`config.mk`:
```
export PLATFORM = sky130hd
export DESIGN_NAME = quadrature_encoder_detent_button
export DESIGN_NICKNAME = d
export VERILOG_FILES = /design/src/qedb_pkg.sv /design/src/quadrature_encoder_detent_button.sv
export VERILOG_INCLUDE_DIRS = /design/src /design/src/src
export SDC_FILE = /design/constraint.sdc
export NUM_CORES = 1
export LEC_CHECK = 0
export BUFFER_PORTS_ARGS = -buffer_cell sky130_fd_sc_hd__buf_2
export CAP_MARGIN = 10
export CORE_UTILIZATION = 55
export DETAILED_ROUTE_END_ITERATION = 16
export PLACE_DENSITY = 0.7
export SYNTH_ARGS = -nofsm -noshare
export SYNTH_HDL_FRONTEND = slang
export SYNTH_SLANG_ARGS = --single-unit
```
`constraint.sdc`:
```
create_clock -name i_clk -period 7.9 [get_ports i_clk]
set_clock_uncertainty 0.05 [all_clocks]
set_input_delay 1.58 -clock i_clk [delete_from_list [all_inputs] [get_ports i_clk]]
set_output_delay 1.58 -clock i_clk [all_outputs]
set_load 0.02 [all_outputs]
```
`src/quadrature_encoder_detent_button_macros.svh`:
```
// ----------------------------------------------------------------------------
// quadrature encoder detent button assertion macros
// concurrent check wrappers, compiled out for synthesis
// ----------------------------------------------------------------------------
`ifndef QUADRATURE_ENCODER_DETENT_BUTTON_MACROS_SVH
`define QUADRATURE_ENCODER_DETENT_BUTTON_MACROS_SVH

`ifndef SYNTHESIS

// same-cycle implication check
`define QEDB_ASSERT_NOW(lbl, clk, rst_n, ante, cons) \
    lbl: assert property (@(posedge clk) disable iff (!rst_n) (ante) |-> (cons)) \
        else $error("qedb check failed");

// next-cycle implication check
`define QEDB_ASSERT_NEXT(lbl, clk, rst_n, ante, cons) \
    lbl: assert property (@(posedge clk) disable iff (!rst_n) (ante) |=> (cons)) \
        else $error("qedb check failed");

`else

`define QEDB_ASSERT_NOW(lbl, clk, rst_n, ante, cons)
`define QEDB_ASSERT_NEXT(lbl, clk, rst_n, ante, cons)

`endif

`endif

```
`src/qedb_pkg.sv`:
```
// ----------------------------------------------------------------------------
// qedb_pkg
// types, constants and the quadrature table for the encoder/button decoder
// ----------------------------------------------------------------------------
`default_nettype none

package qedb_pkg;

    // default number of encoders sharing the datapath
    localparam int DEFAULT_NUM_ENCODERS = 4;

    // configuration register reset values
    localparam logic [2:0] DETENT_RESET   = 3'd4;
    localparam logic [3:0] DEBOUNCE_RESET = 4'd3;

    // configuration register indexes
    typedef enum logic {
        CFG_DETENT   = 1'b0,
        CFG_DEBOUNCE = 1'b1
    } t_cfg_idx;

    // input operation codes
    typedef enum logic {
        OP_SCAN  = 1'b0,
        OP_PRIME = 1'b1
    } t_op;

    // signed turn step / table delta
    typedef logic signed [1:0] t_step;

    localparam t_step STEP_NONE = 2'sb00;
    localparam t_step STEP_CW   = 2'sb01;
    localparam t_step STEP_CCW  = 2'sb11;

    // 4-state quadrature table, index {previous_ab, current_ab}
    localparam t_step QUAD_TABLE [16] = '{
        STEP_NONE, STEP_CW,   STEP_CCW,  STEP_NONE,
        STEP_CCW,  STEP_NONE, STEP_NONE, STEP_CW,
        STEP_CW,   STEP_NONE, STEP_NONE, STEP_CCW,
        STEP_NONE, STEP_CCW,  STEP_CW,   STEP_NONE
    };

    // table lookup for one transition
    function automatic t_step quad_delta(input logic [1:0] prev_ab,
                                         input logic [1:0] cur_ab);
        return QUAD_TABLE[{prev_ab, cur_ab}];
    endfunction

endpackage

`default_nettype wire

```
`src/quadrature_encoder_detent_button.sv`:
```
// result path: an accepted item is held in the input register, then the result register
// throughput: one item per cycle while not stalled, limited by the single
//   per-encoder state read-modify-write between input and result registers
// reset: synchronous active low; clears pipeline valids, per-encoder state
//   and loads the detent and debounce registers with their defaults
// ----------------------------------------------------------------------------
// quadrature_encoder_detent_button
// quadrature decode with detent counting and push-button debounce for
// several encoders on one shared datapath
// ----------------------------------------------------------------------------
`default_nettype none

`include "quadrature_encoder_detent_button_macros.svh"

module quadrature_encoder_detent_button
    import qedb_pkg::*;
#(
    parameter int NUM_ENCODERS = DEFAULT_NUM_ENCODERS
) (
    input  wire logic              i_clk,
    input  wire logic              i_rst_n,
    // configuration write port
    input  wire logic              i_cfg_we,
    input  wire logic              i_cfg_idx,
    input  wire logic [3:0]        i_cfg_data,
    // input item channel
    input  wire logic              i_valid,
    output logic                   o_stall,
    input  wire logic              i_operation,
    input  wire logic [1:0]        i_encoder_index,
    input  wire logic              i_phase_a,
    input  wire logic              i_phase_b,
    input  wire logic              i_button_active,
    // result item channel
    output logic                   o_valid,
    input  wire logic              i_stall,
    output logic [2:0]             o_encoder_number,
    output logic signed [1:0]      o_turn_step,
    output logic                   o_click
);

    localparam int IDX_W = (NUM_ENCODERS > 1) ? $clog2(NUM_ENCODERS) : 1;

    // configuration registers
    logic [2:0] r_detent;
    logic [3:0] r_debounce;

    // per-encoder state
    logic [1:0]        r_prev_ab     [NUM_ENCODERS];
    logic signed [3:0] r_acc         [NUM_ENCODERS];
    logic [3:0]        r_btn_cnt     [NUM_ENCODERS];
    logic              r_btn_pressed [NUM_ENCODERS];

    // input register
    logic       r_s1_valid;
    logic       r_s1_op;
    logic [1:0] r_s1_enc;
    logic       r_s1_a;
    logic       r_s1_b;
    logic       r_s1_btn;

    // result register
    logic        r_out_valid;
    logic [2:0]  r_out_enc_num;
    t_step       r_out_step;
    logic        r_out_click;

    logic n_s1_valid;
    logic n_out_valid;

    // handshake control
    logic w_out_free;
    logic w_load;
    logic w_accept;

    assign w_out_free = !r_out_valid || !i_stall;
    assign w_load     = r_s1_valid && w_out_free;
    assign o_stall    = r_s1_valid && !w_out_free;
    assign w_accept   = i_valid && !o_stall;

    always_comb begin
        n_s1_valid = r_s1_valid;
        if (w_accept) begin
            n_s1_valid = 1'b1;
        end else if (w_load) begin
            n_s1_valid = 1'b0;
        end
    end

    always_comb begin
        n_out_valid = r_out_valid;
        if (w_out_free) begin
            n_out_valid = w_load;
        end
    end

    // configuration writes
    always_ff @(posedge i_clk) begin
        if (!i_rst_n) begin
            r_detent   <= DETENT_RESET;
            r_debounce <= DEBOUNCE_RESET;
        end else if (i_cfg_we) begin
            unique case (t_cfg_idx'(i_cfg_idx))
                CFG_DETENT:   r_detent   <= i_cfg_data[2:0];
                CFG_DEBOUNCE: r_debounce <= i_cfg_data;
                default:      r_debounce <= r_debounce;
            endcase
        end
    end

    // input register
    always_ff @(posedge i_clk) begin
        if (!i_rst_n) begin
            r_s1_valid <= 1'b0;
        end else begin
            r_s1_valid <= n_s1_valid;
        end
    end

    always_ff @(posedge i_clk) begin
        if (w_accept) begin
            r_s1_op  <= i_operation;
            r_s1_enc <= i_encoder_index;
            r_s1_a   <= i_phase_a;
            r_s1_b   <= i_phase_b;
            r_s1_btn <= i_button_active;
        end
    end

    // decode of the held item against its encoder state
    logic              w_in_range;
    logic              w_scan;
    logic [IDX_W-1:0]  w_sel;
    logic [1:0]        w_ab;
    logic signed [3:0] w_acc_cur;
    logic [2:0]        w_det;
    logic [3:0]        w_deb;
    logic signed [4:0] w_sum;
    logic signed [4:0] w_det_s;
    logic signed [4:0] w_adj;
    t_step             w_delta;
    t_step             w_step;
    logic [4:0]        w_cnt_raw;
    logic [4:0]        w_cnt_sat;
    logic              w_now_pressed;
    logic              w_click;

    assign w_in_range = (int'(r_s1_enc) < NUM_ENCODERS);
    assign w_scan     = (t_op'(r_s1_op) == OP_SCAN);
    assign w_sel      = IDX_W'(r_s1_enc);
    assign w_ab       = {r_s1_a, r_s1_b};
    assign w_acc_cur  = r_acc[w_sel];
    assign w_det      = (r_detent == 3'd0) ? 3'd1 : r_detent;
    assign w_deb      = (r_debounce == 4'd0) ? 4'd1 : r_debounce;
    assign w_delta    = quad_delta(r_prev_ab[w_sel], w_ab);
    assign w_sum      = {w_acc_cur[3], w_acc_cur} + {{3{w_delta[1]}}, w_delta};
    assign w_det_s    = {2'b00, w_det};

    // detent threshold, at most one step per sample
    always_comb begin
        priority if (w_sum >= w_det_s) begin
            w_adj  = w_sum - w_det_s;
            w_step = STEP_CW;
        end else if (w_sum <= -w_det_s) begin
            w_adj  = w_sum + w_det_s;
            w_step = STEP_CCW;
        end else begin
            w_adj  = w_sum;
            w_step = STEP_NONE;
        end
    end

    // saturating debounce counter and press edge
    assign w_cnt_raw     = r_s1_btn ? ({1'b0, r_btn_cnt[w_sel]} + 5'd1) : 5'd0;
    assign w_cnt_sat     = (w_cnt_raw > {1'b0, w_deb}) ? {1'b0, w_deb} : w_cnt_raw;
    assign w_now_pressed = (w_cnt_sat == {1'b0, w_deb});
    assign w_click       = w_now_pressed && !r_btn_pressed[w_sel];

    // per-encoder state update
    always_ff @(posedge i_clk) begin
        if (!i_rst_n) begin
            for (int k = 0; k < NUM_ENCODERS; k++) begin
                r_prev_ab[k]     <= 2'd0;
                r_acc[k]         <= 4'sd0;
                r_btn_cnt[k]     <= 4'd0;
                r_btn_pressed[k] <= 1'b0;
            end
        end else if (w_load && w_in_range) begin
            r_prev_ab[w_sel] <= w_ab;
            if (w_scan) begin
                r_acc[w_sel]         <= w_adj[3:0];
                r_btn_cnt[w_sel]     <= w_cnt_sat[3:0];
                r_btn_pressed[w_sel] <= w_now_pressed;
            end
        end
    end

    // result register
    always_ff @(posedge i_clk) begin
        if (!i_rst_n) begin
            r_out_valid <= 1'b0;
        end else begin
            r_out_valid <= n_out_valid;
        end
    end

    always_ff @(posedge i_clk) begin
        if (w_load) begin
            r_out_enc_num <= {1'b0, r_s1_enc} + 3'd1;
            if (w_in_range && w_scan) begin
                r_out_step  <= w_step;
                r_out_click <= w_click;
            end else begin
                r_out_step  <= STEP_NONE;
                r_out_click <= 1'b0;
            end
        end
    end

    assign o_valid          = r_out_valid;
    assign o_encoder_number = r_out_enc_num;
    assign o_turn_step      = r_out_step;
    assign o_click          = r_out_click;

    // checks
    `QEDB_ASSERT_NOW(a_stall_only_when_full, i_clk, i_rst_n, !r_out_valid, !o_stall)
    `QEDB_ASSERT_NOW(a_step_code_legal, i_clk, i_rst_n, o_valid, o_turn_step != 2'sb10)
    `QEDB_ASSERT_NOW(a_acc_in_range, i_clk, i_rst_n,
        r_s1_valid && w_in_range, w_acc_cur != 4'sb1000)
    `QEDB_ASSERT_NEXT(a_click_reaches_out, i_clk, i_rst_n,
        w_load && w_in_range && w_scan && w_click, o_valid && o_click)
    `QEDB_ASSERT_NOW(a_idle_encoder_quiet, i_clk, i_rst_n,
        o_valid && (int'(o_encoder_number) > NUM_ENCODERS),
        (o_turn_step == STEP_NONE) && !o_click)

endmodule

`default_nettype wire
```
## Word-level counts from Yosys, hierarchy flattened

Memories as Yosys holds them, arrays and structs flattened. A register that Yosys moved wholly into a read port is not among the register bits.
Index checks and enable logic that the tools add are counted.

| storage, ports and cells | value |
|---|---|
| bits in registers | 21 |
| bits in writable memories | 44 |
| bits in read-only memories | 32 |
| input port bits | 16 |
| output and inout bits | 8 |
| word-level logic and storage cells | 87 |
| memories kept | 5 |

Memory list:

| memory | depth | bits a word | read ports | clocked after memory_dff | wr ports | RTL line | text |
|---|---|---|---|---|---|---|---|
| (no name shown) | 16 | 2 | 1 | 0 | 0 | qedb_pkg.sv:46 | `return QUAD_TABLE[{prev_ab, cur_ab}];` |
| r_acc | 4 | 4 | 1 | 1 | 4 | quadrature_encoder_detent_button.sv:50 | `logic signed [3:0] r_acc [NUM_ENCODERS];` |
| r_btn_cnt | 4 | 4 | 1 | 1 | 4 | quadrature_encoder_detent_button.sv:51 | `logic [3:0] r_btn_cnt [NUM_ENCODERS];` |
| r_prev_ab | 4 | 2 | 1 | 1 | 4 | quadrature_encoder_detent_button.sv:49 | `logic [1:0] r_prev_ab [NUM_ENCODERS];` |
| r_btn_pressed | 4 | 1 | 1 | 1 | 4 | quadrature_encoder_detent_button.sv:52 | `logic r_btn_pressed [NUM_ENCODERS];` |

| cells by class | value |
|---|---|
| add/subtract/negate cells | 6 |
| order comparisons | 4 |
| equal/unequal tests | 1 |
| mux-type cells | 36 |
| bitwise gates (word level) | 2 |
| reductions and logical operators | 20 |

Operator list:

| kind | number |
|---|---|
| 2-bit 2-to-1 mux | 12 |
| 4-bit 2-to-1 mux | 5 |
| 1-bit 2-to-1 mux | 16 |
| 5-bit 2-to-1 mux | 2 |
| 4-bit OR reduction | 2 |
| 4-bit by 1-bit adder with 5-bit output (second input constant) | 1 |
| 4-bit by 2-bit adder with 5-bit output | 1 |
| 5-bit by 4-bit equality test with 1-bit output | 1 |
| 5-bit by 4-bit >= comparator with 1-bit output | 1 |
| 5-bit >= comparator (second input constant) | 1 |
| 5-bit by 4-bit > comparator with 1-bit output | 1 |
| 5-bit <= comparator | 1 |
| 1-bit logical NOT | 5 |
| 3-bit negator with 5-bit output | 1 |
| 4-bit NOT with 5-bit output | 1 |
| 4-bit adder | 1 |
| 1-bit logical AND | 4 |
| 4-bit logical NOT | 1 |
| 2-bit AND reduction | 2 |
| 2-bit OR reduction | 2 |
| 4-bit subtractor | 1 |
| 2-bit by 1-bit adder with 3-bit output (second input constant) | 1 |
| 3-bit logical NOT | 1 |
| 3-bit 2-to-1 mux | 1 |
| other kinds (4) | 4 |

## Depth between registers and ports, before layout

| logic depth | value |
|---|---|
| word-level depth | 9 |
| gate-level depth with buffers | 14 |
| gate-level depth less buffers | 13 |

## Least setup slack after synthesis

No wires, ideal clock.

| path | value |
|---|---|
| path kind | reg-to-reg |
| start point | register with a tool-made name |
| end point | memory r_acc[0][3], data pin |
| setup time | 272 ps |
| data arrival time | 3,822 ps |
| data required time | 7,578 ps |
| setup slack | 3,756 ps |
| stages on the path, launching flop included | 14 |
| buffers on the path | 1 |
| period minus slack after synthesis | 4,144 ps |
| cell sequence | dfxtp_1 buf_6 mux4_1 mux4_2 ha_1 a21o_1 a21oi_1 xnor2_1 ha_1 and4b_1 a211oi_1 a2111oi_0 o21ai_0 a21oi_1 |

RTL lines:

| element | RTL line |
|---|---|
| end: declaration | quadrature_encoder_detent_button.sv:50 |

==> flow_summary.yaml <==
critical_path:
  largest_fanout_on_the_critical_path: 11
  worst-endpoint-arrival_ns: 4.89
  critPathRequiredTime_ns: 7.93
  critPathLaunchType: "flip-flop"
  setup.worst_path.end_class: "flip-flop"
  crit_type: "reg -> reg"
global_route:
  gr-usage-all-layers_pct: 22.47
  via_count_of_the_first_global_routing_pass: 2421
  grt_overflow_total: 0
  wire_length_of_the_first_global_routing_pass_mm: 11.78
  pin_count_of_the_biggest_net_entering_global_routing: 23
  grt_antenna_before_repair: 0
timing:
  max-slew-margin-rel_pct: 32.31
  final.hold.worst_slack_ns: 0.4349
  final_max_slew_viol_count: 0
  layout_worst_path_cycle_share_pct: 61.54
  fmaxAchievable_mhz: 205.7
  setup-tns-final_ns: 0
  tightestPinTransition_ns: 1.009
  layout_min_cycle_time_ns: 4.862
  grt_setup_unrepaired: "no"
  final-hold-violation-count: 0
  setup_viol_count_final: 0
logic_synthesis:
  synth.avg_cell_area_um2: 11.82
  synth_mux_area_share_pct: 10.02
  synth_warn: 0
  ys_seq_area_share_pct: 50.13
  yosys_most_used_dff: "sky130_fd_sc_hd__edfxtp_1"
  post_synthesis_cell_type_count: 54
  instance_count_of_the_mapped_netlist: 316
  async_s_r_ff_share_synth_pct: 0
  synth_top_family_by_area: "simple AND/OR/NAND/NOR gates"
  postSynthRegisterBits: 67
  synth_area_in_adders_pct: 9.987
  synth-edff-count: 53
  post_synth_instance_area_um2: 3734
  share_of_the_synthesized_netlist_area_taken_by_xor_and_xnor_gates_pct: 2.078
  synthSimpleGateAreaFrac_pct: 13.47
  synth_fp_nets: 360
  fraction_of_the_mapped_netlist_area_in_compound_gates_pct: 10.82
layout:
  mostFrequentLayoutCell: "sky130_fd_sc_hd__edfxtp_1"
  drive_gt1_share_pct: 15.27
  finish.instance_area_um2: 4095
  layout.nets: 386
  finish.cell_count_without_fillers: 424
  n_antenna_cell: 0
  flow.area_growth_from_synthesis_pct: 9.685
  most-common-layout-cells: "sky130_fd_sc_hd__edfxtp_1 (53), sky130_fd_sc_hd__nor2_1 (29), sky130_fd_sc_hd__ha_1 (25)"
drt:
  initialDrtViolationCount: 125
  wire_per_inst_um: 17.32
  post-route-drc-count: 0
  num_vias: 2502
  drt_first_pass_iters: 4
  route.detailed.vias_per_inst: 5.901
  final_antenna_net_count: 0
  route.final.wire_length_mm: 7.344
floorplan:
  placeableCoreArea_um2: 6459
  starting_utilization_of_the_core_area_pct: 57.81
  ioPinCount: 24
  num_rows: 29
  dieWidth_um: 84.39
  chipHeight_um: 84.39
  die_footprint_um2: 7122
cts:
  tritoncts: "built"
  postCtsSetupRepairBufs: 0
  worst_setup_hold_path_clk_slew_ns: 0.07
  clk-insertion-delay-late_ns: 0.35
  hold_buffers: 0
  cts.root.buffer_cell: "sky130_fd_sc_hd__clkbuf_8"
  cts-buffers-inserted: 9
  cts_max_level: 3
  cts-resized-gates: 0
  clock_tree.buffer_depth: 2
  clkSinkCount: 67
power_and_ir_drop:
  ratio_of_total_power_to_cell_area_nw_per_um2: 236.2
  leakage_nw: 1.682
  irDropWorstVdd_uv: 124.0
placement:
  place_hpwl_mm: 5.325
  io_buffer_count: 23
  dp_cells: 408
  gp_congestion: 0.8776
  dpl_cell_area_um2: 3905
hold_path:
  worstHoldStart: "r_btn_pressed[1]$_DFF_P_"
  hold_path_class: "reg -> reg"
job:
  drv.max_cap_violation_count: 0
outcome:
  outcome: "finished clean"
-- layout make-up --
type / count / area (um^2)
fill: 534 / 2364
clock buffer: 9 / 123.9
tap: 77 / 96.34
multi-input combinational: 218 / 1735
sequential: 67 / 1872
clock inverter: 7 / 66.31
timing repair buffer: 23 / 115.1
inverter: 23 / 86.33
-- critical path, cell delays in order (launching register included) --
cell,delay [ns]
sky130_fd_sc_hd__dfxtp_1,0.74
sky130_fd_sc_hd__mux4_1,0.71
sky130_fd_sc_hd__mux4_2,0.54
sky130_fd_sc_hd__ha_1,0.31
sky130_fd_sc_hd__a21o_1,0.17
sky130_fd_sc_hd__a21oi_1,0.16
sky130_fd_sc_hd__xnor2_1,0.18
sky130_fd_sc_hd__ha_1,0.37
sky130_fd_sc_hd__and4b_1,0.19
sky130_fd_sc_hd__a211oi_1,0.48
sky130_fd_sc_hd__a211oi_1,0.14
sky130_fd_sc_hd__o21ai_0,0.43
sky130_fd_sc_hd__a21oi_1,0.14
-- cells in the mapped netlist (3+ instances only) --
cell type	instances	area share, %
sky130_fd_sc_hd__nor2b_1	7	1.2
sky130_fd_sc_hd__nand2b_1	5	0.84
sky130_fd_sc_hd__xor2_1	3	0.70
sky130_fd_sc_hd__o21ai_0	8	1.1
sky130_fd_sc_hd__nand3_1	13	1.7
sky130_fd_sc_hd__nand2_1	24	2.4
sky130_fd_sc_hd__ha_1	25	8.4
sky130_fd_sc_hd__a21oi_1	22	2.9
sky130_fd_sc_hd__mux2i_1	4	1.1
sky130_fd_sc_hd__o21ai_1	3	0.40
sky130_fd_sc_hd__a31oi_1	5	0.84
sky130_fd_sc_hd__dfxtp_1	14	7.5
sky130_fd_sc_hd__clkbuf_1	5	0.50
sky130_fd_sc_hd__nor2_1	29	2.9
sky130_fd_sc_hd__edfxtp_1	53	43
sky130_fd_sc_hd__a211oi_1	3	0.60
sky130_fd_sc_hd__inv_1	23	2.3
sky130_fd_sc_hd__xnor2_1	4	0.94
sky130_fd_sc_hd__and3_1	3	0.50
sky130_fd_sc_hd__mux4_2	5	3.0
sky130_fd_sc_hd__mux4_1	7	4.9
sky130_fd_sc_hd__and2_1	3	0.50
sky130_fd_sc_hd__a211o_1	3	0.70
sky130_fd_sc_hd__fa_1	3	1.6
-- power by group --
part	internal (mW)	leakage (nW)	switching (mW)
clock	0.145	0.0928	0.132
sequential	0.400	0.656	0.0125
combinational	0.105	0.933	0.173
-- routing by layer --
| metal | up-vias | global-route usage, % | share of wire (%) | wire [um] |
|---|---|---|---|---|
| met5 | - | 0 | 0 | 0 |
| met3 | 13 | 3.835 | 2.8 | 203 |
| met2 | 44 | 38.38 | 49 | 3596 |
| met4 | 0 | 9.861 | 2.0 | 146 |
| met1 | 1212 | 28.40 | 46 | 3398 |
| li1 | 1233 | - | - | - |
-- registers in the layout, summed over array words and instances, names as in the netlist, named ones only --
| name | flops |
|---|---|
| r_s1_btn | 1 |
| o_encoder_number | 3 |
| r_debounce | 4 |
| o_valid | 1 |
| r_s1_op | 1 |
| r_prev_ab | 8 |
| r_btn_pressed | 4 |
| o_turn_step | 2 |
| r_acc | 16 |
| r_btn_cnt | 16 |
| o_click | 1 |
| r_s1_b | 1 |
| r_s1_a | 1 |
| r_s1_valid | 1 |
| r_s1_enc | 2 |
| r_detent | 3 |
-- kinds of logic (layout without fill, tap and decap cells) --
logic type / after synthesis / after routing
and+or+nand+nor: 100 / 100
DFF: 67 / 67
AOI/OAI and AO/OA: 62 / 62
buffers and inverters: 31 / 62
adders and majority gates: 28 / 28
muxes: 19 / 19
xor gates and xnor gates: 8 / 8
other: 1 / 1
-- path summary, 6_finish.rpt --
path | slack, ns | cells after the start | end
max | 3.04 | 12 | r_acc[2][0]$_SDFFCE_PN0P_
min reg2reg | 0.43 | 2 | r_btn_pressed[1]$_DFF_P_
min | 0.43 | 2 | r_btn_pressed[1]$_DFF_P_
max reg2reg | 3.04 | 12 | r_acc[2][0]$_SDFFCE_PN0P_
-- through the flow --
stage | util [%] | power (mW) | setup WS (ns)
2_1_floorplan | - | 0.6290 | 3.756
3_3_place_gp | 60.46 | 0.6930 | 3.138
3_5_place_dp | 60.46 | 0.6944 | 3.061
4_1_cts | 63.41 | 0.9685 | 3.036
5_1_grt | 63.41 | 1.016 | 2.684
6_report | 63.41 | 0.9672 | 3.038
(Power assumes the default switching activity.)
